--- config.mk ---
export PLATFORM = sky130hd
export DESIGN_NAME = byte_ring_buffer_dma_windows_top
export DESIGN_NICKNAME = d
export VERILOG_FILES = /design/src/rtl/brbdma_pkg.sv /design/src/rtl/byte_ring_buffer_dma_windows_top.sv
export SDC_FILE = /design/constraint.sdc
export NUM_CORES = 2
export LEC_CHECK = 0
export BUFFER_PORTS_ARGS = -buffer_cell sky130_fd_sc_hd__buf_2
export CAP_MARGIN = 20
export CORE_AREA = 3 3 402 404
export CTS_BUF_LIST = sky130_fd_sc_hd__clkbuf_8
export CTS_CLUSTER_DIAMETER = 200
export DETAILED_ROUTE_END_ITERATION = 8
export DIE_AREA = 0 0 405 407
export PLACE_DENSITY = 0.69
export REMOVE_ABC_BUFFERS = 1
export SLEW_MARGIN = 20
export SYNTH_ARGS = -nofsm -noshare
export SYNTH_HDL_FRONTEND = slang
export SYNTH_SLANG_ARGS = --single-unit
--- constraint.sdc ---
create_clock -name clk_i -period 9.6 [get_ports clk_i]
set_input_delay 0.48 -clock clk_i [delete_from_list [all_inputs] [get_ports clk_i]]
set_output_delay 0.48 -clock clk_i [all_outputs]
set_load 0.02 [all_outputs]
--- src/rtl/brbdma_pkg.sv ---
// ----------------------------------------------------------------------------
// brbdma_pkg
// Command codes and fixed field widths of the byte ring buffer with DMA windows.
// ----------------------------------------------------------------------------
`timescale 1ns / 1ps
`default_nettype none

package brbdma_pkg;

  localparam int unsigned ItemW  = 8;  // width of a stored byte
  localparam int unsigned CountW = 8;  // width of a DMA count
  localparam int unsigned FieldW = 8;  // width of the index and level results

  typedef enum logic [2:0] {
    CMD_PUSH       = 3'd0,
    CMD_POP        = 3'd1,
    CMD_IN_WINDOW  = 3'd2,
    CMD_IN_COMMIT  = 3'd3,
    CMD_OUT_WINDOW = 3'd4,
    CMD_OUT_COMMIT = 3'd5
  } cmd_e;

endpackage

`default_nettype wire

--- src/rtl/byte_ring_buffer_dma_windows_top.sv ---
// ----------------------------------------------------------------------------
// byte_ring_buffer_dma_windows_top
// Byte FIFO in a ring of CAPACITY+1 slots with DMA window report and commit.
// ----------------------------------------------------------------------------
// A command is taken at every rising edge with start_i high; busy_o stays low,
// so one push, pop, window query or commit enters per clock. Its result shows
// on the result ports for one cycle, flagged by strobe_o, in the cycle right
// after the command was taken, as set by the registered read port of the
// slot memory. The receiver cannot stall the block, so a result that is not
// sampled in its strobe cycle is gone. A push when full, a pop when empty and
// a commit larger than the free or filled space are refused (accepted_o low,
// nothing changes). fill_level_o gives the number of bytes held after the
// transaction. A slot that a DMA input commit skipped over holds whatever the
// memory held; popping it returns that content. No clearing pass is run
// after reset: the read and write indices alone say what is valid.
// ----------------------------------------------------------------------------
`timescale 1ns / 1ps
`default_nettype none

module byte_ring_buffer_dma_windows_top
  import brbdma_pkg::*;
#(
  parameter int unsigned CAPACITY = 255
) (
  input  wire logic              clk_i,
  input  wire logic              rst_ni,
  input  wire logic              start_i,
  output logic                   busy_o,
  input  wire logic [2:0]        command_i,
  input  wire logic [ItemW-1:0]  item_in_i,
  input  wire logic [CountW-1:0] count_i,
  output logic                   strobe_o,
  output logic [ItemW-1:0]       read_data_o,
  output logic                   accepted_o,
  output logic [FieldW-1:0]      window_start_o,
  output logic [FieldW-1:0]      window_length_o,
  output logic [FieldW-1:0]      fill_level_o
);

  // Ring geometry: IDX_W indexes the slots, SUM_W holds an index plus a count
  // and the slot total itself without overflow.
  localparam int unsigned SLOTS = CAPACITY + 1;
  localparam int unsigned IDX_W = (SLOTS > 2) ? $clog2(SLOTS) : 1;
  localparam int unsigned WIDE  = (IDX_W > FieldW) ? IDX_W : FieldW;
  localparam int unsigned SUM_W = WIDE + 1;
  localparam logic [SUM_W-1:0] SLOTS_S = SUM_W'(SLOTS);
  localparam logic [SUM_W-1:0] CAP_S   = SUM_W'(CAPACITY);

  // Slot memory: one write port, one registered read port.
  logic [ItemW-1:0] mem_q [SLOTS];
  logic [ItemW-1:0] rdata_q;

  // Ring state: indices and a running fill count.
  logic [IDX_W-1:0] ridx_q, ridx_d;
  logic [IDX_W-1:0] widx_q, widx_d;
  logic [IDX_W-1:0] fill_q, fill_d;

  // Result registers.
  logic              strobe_q;
  logic              pop_ok_q;
  logic              acc_q, acc_d;
  logic [FieldW-1:0] wstart_q, wstart_d;
  logic [FieldW-1:0] wlen_q, wlen_d;

  logic             take;
  cmd_e             cmd;
  logic [SUM_W-1:0] r_s, w_s, fill_s, cnt_s, free_s;
  logic             full, empty;
  logic             push_ok, pop_ok, in_ok, out_ok;
  logic [SUM_W-1:0] step;
  logic [SUM_W-1:0] w_sum, r_sum, w_wrap, r_wrap;
  logic [SUM_W-1:0] in_len, out_len;

  // Every command is taken on its own cycle; nothing is ever held off.
  assign busy_o = 1'b0;
  assign take   = start_i;
  assign cmd    = cmd_e'(command_i);

  assign r_s    = SUM_W'(ridx_q);
  assign w_s    = SUM_W'(widx_q);
  assign fill_s = SUM_W'(fill_q);
  assign cnt_s  = SUM_W'(count_i);
  assign free_s = CAP_S - fill_s;
  assign full   = (fill_s == CAP_S);
  assign empty  = (fill_q == '0);

  assign push_ok = (cmd == CMD_PUSH) && !full;
  assign pop_ok  = (cmd == CMD_POP) && !empty;
  assign in_ok   = (cmd == CMD_IN_COMMIT) && (cnt_s <= free_s);
  assign out_ok  = (cmd == CMD_OUT_COMMIT) && (cnt_s <= fill_s);

  // One shared step size: a single byte for push and pop, the DMA count else.
  assign step   = (push_ok || pop_ok) ? SUM_W'(1) : cnt_s;
  assign w_sum  = w_s + step;
  assign r_sum  = r_s + step;
  // The sum stays below twice the slot count, so one subtract wraps it.
  assign w_wrap = (w_sum >= SLOTS_S) ? (w_sum - SLOTS_S) : w_sum;
  assign r_wrap = (r_sum >= SLOTS_S) ? (r_sum - SLOTS_S) : r_sum;

  // Free window from the write index: up to the ring end when the write index
  // leads (an empty ring too), keeping the last slot free if the read index
  // sits at slot 0; else up to one short of the read index.
  always_comb begin
    if (full) begin
      in_len = '0;
    end else if (w_s >= r_s) begin
      in_len = SLOTS_S - w_s - ((r_s == '0) ? SUM_W'(1) : SUM_W'(0));
    end else begin
      in_len = r_s - w_s - SUM_W'(1);
    end
  end

  // Filled window from the read index: up to the write index, or to the ring
  // end when the data wraps.
  always_comb begin
    if (empty) begin
      out_len = '0;
    end else if (w_s > r_s) begin
      out_len = w_s - r_s;
    end else begin
      out_len = SLOTS_S - r_s;
    end
  end

  always_comb begin
    widx_d   = widx_q;
    ridx_d   = ridx_q;
    fill_d   = fill_q;
    acc_d    = 1'b0;
    wstart_d = '0;
    wlen_d   = '0;
    unique case (cmd)
      CMD_PUSH: begin
        if (push_ok) begin
          widx_d = w_wrap[IDX_W-1:0];
          fill_d = fill_q + IDX_W'(1);
          acc_d  = 1'b1;
        end
      end
      CMD_POP: begin
        if (pop_ok) begin
          ridx_d = r_wrap[IDX_W-1:0];
          fill_d = fill_q - IDX_W'(1);
          acc_d  = 1'b1;
        end
      end
      CMD_IN_WINDOW: begin
        acc_d    = 1'b1;
        wstart_d = w_s[FieldW-1:0];
        wlen_d   = in_len[FieldW-1:0];
      end
      CMD_IN_COMMIT: begin
        if (in_ok) begin
          widx_d = w_wrap[IDX_W-1:0];
          fill_d = IDX_W'(fill_s + cnt_s);
          acc_d  = 1'b1;
        end
      end
      CMD_OUT_WINDOW: begin
        acc_d    = 1'b1;
        wstart_d = r_s[FieldW-1:0];
        wlen_d   = out_len[FieldW-1:0];
      end
      CMD_OUT_COMMIT: begin
        if (out_ok) begin
          ridx_d = r_wrap[IDX_W-1:0];
          fill_d = IDX_W'(fill_s - cnt_s);
          acc_d  = 1'b1;
        end
      end
      default: begin
        // Unused codes: refuse and leave the ring untouched.
        acc_d = 1'b0;
      end
    endcase
  end

  // Write the pushed byte; fetch the byte at the read index for a pop. A slot
  // written by a push is read only by a later pop, so no bypass.
  always_ff @(posedge clk_i) begin
    if (take && push_ok) begin
      mem_q[widx_q] <= item_in_i;
    end
    if (take && pop_ok) begin
      rdata_q <= mem_q[ridx_q];
    end
  end

  always_ff @(posedge clk_i or negedge rst_ni) begin
    if (!rst_ni) begin
      ridx_q   <= '0;
      widx_q   <= '0;
      fill_q   <= '0;
      strobe_q <= 1'b0;
    end else begin
      strobe_q <= take;
      if (take) begin
        ridx_q <= ridx_d;
        widx_q <= widx_d;
        fill_q <= fill_d;
      end
    end
  end

  // Hold the result fields for the strobe cycle.
  always_ff @(posedge clk_i) begin
    if (take) begin
      pop_ok_q <= pop_ok;
      acc_q    <= acc_d;
      wstart_q <= wstart_d;
      wlen_q   <= wlen_d;
    end
  end

  // The level register already holds the post-transaction count in the strobe
  // cycle, since it updated at the same edge that took the command.
  assign strobe_o        = strobe_q;
  assign read_data_o     = pop_ok_q ? rdata_q : '0;
  assign accepted_o      = acc_q;
  assign window_start_o  = wstart_q;
  assign window_length_o = wlen_q;
  assign fill_level_o    = fill_s[FieldW-1:0];

endmodule

`default_nettype wire

After elaboration in Yosys (flattened, before gate mapping) --
Memory sizes are Yosys's and may differ from the RTL's. A register that Yosys moved wholly into a read port is not among the register bits. Cells that the tools add are included.
Cells by class: add/subtract/negate cells 15, $lt $le $gt $ge 6, equal/unequal tests 10, muxes and demuxes 29, reductions and logical operators 19
Operators by type and width (number):
- 2-to-1 mux 8 bit | 16
- case mux 8 bit (2 select lines) | 4
- case mux 8 bit (4 select lines) | 1
- subtractor 8 x 1 -> 8 bit, second input constant | 4
- subtractor 8 bit | 3
- adder 8 x 8 -> 9 bit | 2
- greater-or-equal comparator 9 bit, second input constant | 2
- subtractor 1 x 8 -> 8 bit, first input constant | 2
- less-or-equal comparator 8 x 9 -> 1 bit | 1
- logical NOT 9 bit | 1
- subtractor 8 x 8 -> 9 bit, first input constant | 1
- adder 8 x 1 -> 8 bit, second input constant | 1
- adder 8 bit | 1
- equality test 8 bit, second input constant | 1
- greater-or-equal comparator 8 bit | 1
- greater-than comparator 8 bit | 1
- less-or-equal comparator 8 bit | 1
- logical NOT 8 bit | 1
- inequality test 2 bit, second input constant | 4
- AND reduction 4 bit | 2
- subtractor 8 x 1 -> 8 bit | 1
- 2-to-1 mux 1 bit | 7
- equality test 3 x 2 -> 1 bit, second input constant | 2
- equality test 3 bit, second input constant | 2
- other kinds (10) | 17
Word-level totals: register bits 43, bits in writable memories 2048, input port bits 22, output and inout bits 35, logic and storage cells 88, memories kept 1
Memories:
- mem_q | words 256, width 8, rd ports 1, clocked after memory_dff 1, wr ports 1, RTL line byte_ring_buffer_dma_windows_top.sv:50 | logic [ItemW-1:0] mem_q [SLOTS];

Longest topological paths before layout --
depth after elaboration 10, depth in mapped cells 20, gate-level depth less buffers 14

Least setup slack after synthesis --
OpenSTA, ideal clock, no wires.
path kind reg2reg, start register ridx_q[1], end register wlen_q[6], in the netlist window_length_o[6], data pin, library setup time 278 ps, arrival time 3342 ps, data required time 9322 ps, slack 5980 ps, stages on the path, launching flop included 16, buffers on the path 6, clock period less this slack 3620 ps, cell sequence dfrtp_1 -> buf_2 -> buf_2 -> buf_2 -> buf_2 -> buf_2 -> inv_1 -> fa_1 -> a21o_1 -> a21oi_1 -> o221ai_1 -> nor2_1 -> clkbuf_1 -> nor2_1 -> a31oi_1 -> o22ai_1
Between the ends: cells in the longest elaborated chain, start to end 6, elaborated cells between the ends (all ways) 14, those cells by class add/sub: 5; order compare: 2; mux: 6; reduce/logical: 1
RTL lines:
- start, declared | RTL line byte_ring_buffer_dma_windows_top.sv:54 | logic [IDX_W-1:0] ridx_q, ridx_d;
- start signal, assigned | RTL line byte_ring_buffer_dma_windows_top.sv:198 | ridx_q <= ridx_d;
- parallel branches: the longest is 5 deep, another holds subtractor 8 bit
- case mux 8 bit (2 select lines) * | RTL line byte_ring_buffer_dma_windows_top.sv:132 | unique case (cmd)
- named net wlen_d[6] | RTL line byte_ring_buffer_dma_windows_top.sv:63 | logic [FieldW-1:0] wlen_q, wlen_d;
- end signal, assigned | RTL line byte_ring_buffer_dma_windows_top.sv:211 | wlen_q <= wlen_d;
- end, declared | RTL line byte_ring_buffer_dma_windows_top.sv:63
Mark *: on every way through the listed nets, which the timed path passes. A chain may end at the register's enable or synchronous reset.

==> qor.yml <==
layout:
  stdcell_count: 7077
  fillers: 11500
  final_core_util_pct: 58.9
  fin_nets: 4865
  syn2layout_area_growth_pct: 9.29
  drive_above_1_share_pct: 18.4
floorplan:
  core_area_um2: 158000
  fp.dieH_um: 407
  dieArea_um2: 165000
  rows: 146
  io_pins: 57
  die_w_um: 405
  initial_core_util_pct: 53.9
grt:
  grt-ovfl-total: 0
  grt_pass1_wl_um: 317000
  grt_antenna_before_repair: 10
  grt_pass1_vias: 45200
  track_usage_pct: 26.7
  grt_max_degree: 155
worst_setup_path:
  path_max_fanout: 88
  r2r_slack_ps: 4340
  required_ps: 10430
  cp-endpoint: "rdata_q[1]$_DFFE_PP_"
  arrival_ps: 6090
  reg2reg_depth: 9
  r2r-start: "ridx_q[0]$_DFFE_PN0P_"
  start_kind: "flip-flop"
  crit_path_end_kind: "flip-flop"
  crit_type: "reg -> reg"
  r2r_end: "rdata_q[1]$_DFFE_PP_"
  crit_start: "ridx_q[0]$_DFFE_PN0P_"
timing:
  fin_crit_sh_pct: 54.8
  hold_slack_ps: 27.1
  worst_pin_slew_ps: 1100
  rsz0062_at_grt: "no"
  period_needed_ps: 5260
  final_max_slew_viol_count: 0
  max_freq_ghz: 0.190
  max_slew_margin_pct: 24.9
  final_hold_viol_count: 0
  setup_viol: 0
  final.setup.tns_ps: 0
  skew_ps: 42.1
clocking:
  cts_setup_buffers: 0
  root_buffer: "clkbuf_8"
  cts_tree: "built"
  cts_num_sinks: 2099
  cts_max_level: 5
  clk_pin_slew_ps: 70
  cts-buffers-inserted: 335
  clockBufferDepth: 4
  insertion_delay_ps: 1000
synth:
  seq_area_frac_synth_pct: 73.8
  synth.area.top_cells: "edfxtp_1 (73%), mux4_2 (9.5%), mux2i_1 (4.3%)"
  synth_top_area_share_pct: 73.1
  ys_ff_latch: 2099
  synth-warning-count: 0
  synth_area_leader_cell: "edfxtp_1"
  netlist_area_um2: 85200
  synth_edf_count: 2074
  async_flop_share_pct: 1.19
  netlist_instances: 4555
  synth_flop_cell: "edfxtp_1"
  yosys.cell_types.count: 79
  syn_area_per_cell_um2: 18.7
routing:
  detailroute.via_count: 45700
  wl_um: 220000
  drtIter0Drc: 5634
  routedWlPerCell_um: 31.0
  via_per_inst: 6.46
  drt-pass1-iter-count: 6
  antenna_left: 0
  drc: 0
outcome:
  status: "finished clean"
flow_run:
  drv_cap: 0
min_path:
  hp-class: "in -> reg"
placement:
  dp_hpwl_um: 131000
  gp_congestion: 0.910
  portBuffers: 55
  dp.cells: 6498
pwr:
  power_density_nw_per_um2: 270
  p_leak_uw: 0.0299
  vdd_drop_max_mv: 0.199
-- per-layer routing --
metal,wire length [um],track usage (%)
met1,85000,37.1
met2,104000,41.7
met3,22000,5.99
met4,8510,10.3
met5,13,0
-- cell usage in the layout (no fill, tap or decap), types with 20 or more instances in the layout --
master,n
nor2_1,358
o21ai_0,72
nor3_1,85
buf_4,71
a21oi_1,112
mux4_2,360
edfxtp_1,2074
nand2_1,114
nand3_1,28
inv_1,149
a211oi_1,30
mux2i_1,365
nor4_1,31
dfrtp_1,21
a31oi_1,20
ha_1,68
clkinv_2,21
clkbuf_8,349
buf_2,47
clkinv_1,78
o22ai_1,99
o221ai_1,111
xnor2_1,25
-- logic make-up (layout without fill, tap and decap cells) --
| kind of cell | count (synthesis) | count (layout) | share of synthesized area (%) |
|---|---|---|---|
| muxes | 746 | 746 | 14.2 |
| AOI/OAI and AO/OA | 554 | 554 | 4.43 |
| buffers and inverters | 311 | 752 | 2.19 |
| adders and majority gates | 73 | 73 | 1.09 |
| and+or+nand+nor | 735 | 735 | 3.88 |
| xor gates and xnor gates | 36 | 36 | 0.370 |
| other | 1 | 10 | 0.00440 |
| DFF | 2099 | 2099 | 73.8 |
-- registers in the layout, indices dropped and copies added, names as in the netlist --
| signal | flops |
|---|---|
| accepted_o | 1 |
| mem_q | 2048 |
| ridx_q | 8 |
| rdata_q | 8 |
| pop_ok_q | 1 |
| window_length_o | 8 |
| window_start_o | 8 |
| strobe_o | 1 |
| fill_level_o | 8 |
| widx_q | 8 |
-- layout make-up --
class	instances	area (um2)	area share (%)
inverter	45	174	0.187
clock inverter	220	1020	1.09
multi-input combinational	2145	20500	22.1
timing repair buffer	146	1180	1.27
sequential	2099	62900	67.5
tap	2072	2590	2.78
clock buffer	341	4690	5.04
antenna	9	22.5	0.0242
-- how the worst min path moves through the flow --
stage / from / end / cells past startpoint
2_1_floorplan: rst_ni / fill_level_o[0]$_DFFE_PN0P_ / 0
3_3_place_gp: rst_ni / fill_level_o[1]$_DFFE_PN0P_ / 1
3_5_place_dp: rst_ni / fill_level_o[1]$_DFFE_PN0P_ / 1
4_1_cts: rst_ni / fill_level_o[1]$_DFFE_PN0P_ / 2
5_1_grt: item_in_i[7] / mem_q[159][7]$_DFFE_PP_ / 1
6_report: item_in_i[7] / mem_q[158][7]$_DFFE_PP_ / 1
-- critical path, stage by stage, from the launching register on --
cell and delay [ps]:
dfrtp_4 890, buf_12 540, buf_4 720, mux2i_1 190, o221ai_1 290, nor3_1 110
nor3_1 640, nand4_1 220, nor4_2 980, o311a_1 310
-- power by group --
| part | leakage [uW] | internal (uW) | switching [uW] | total (uW) |
|---|---|---|---|---|
| logic | 0.00761 | 3060 | 4930 | 7990 |
| registers | 0.0190 | 10200 | 261 | 10400 |
| clock network | 0.00331 | 3410 | 3350 | 6750 |
| total | 0.0299 | 16600 | 8540 | 25200 |
-- synth_stat cells, drive strengths merged, types with 4 or more instances --
cell,number
edfxtp,2074
mux4,369
mux2i,365
nor2,358
clkbuf,136
buf,130
nand2,114
a21oi,112
o221ai,112
o22ai,99
nor3,85
o21ai,75
ha,68
inv,43
nand3,40
nor4,33
a211oi,30
dfrtp,25
xnor2,25
a31oi,21
nand4,17
or3,16
a21o,14
nor2b,13
and3,12
mux2,12
nand2b,12
xor2,11
o31ai,10
and2,9
o21a,9
a22oi,8
o21bai,8
a2111oi,7
or4,7
o41ai,5
or2,5
a211o,4
a221oi,4
and3b,4
o2111ai,4
-- what timing repair did --
item,4_1_cts,5_1_grt
hold endpoints to repair,59,0
resized for setup,0,0
setup endpoints to repair,0,0
hold buffers,7,0
-- through the flow --
stage                     instance area, um2  worst slack, ps  power (uW)
after floorplan                        83500           -17170       16600
after global placement                 87300             4250       18500
after detailed placement               87300             4600       18500
after CTS                              93100             4550       25200
after global routing                   93100             4280       26100
final                                  93100             4340       25200
No activity file was read; power rests on OpenSTA's default activity.
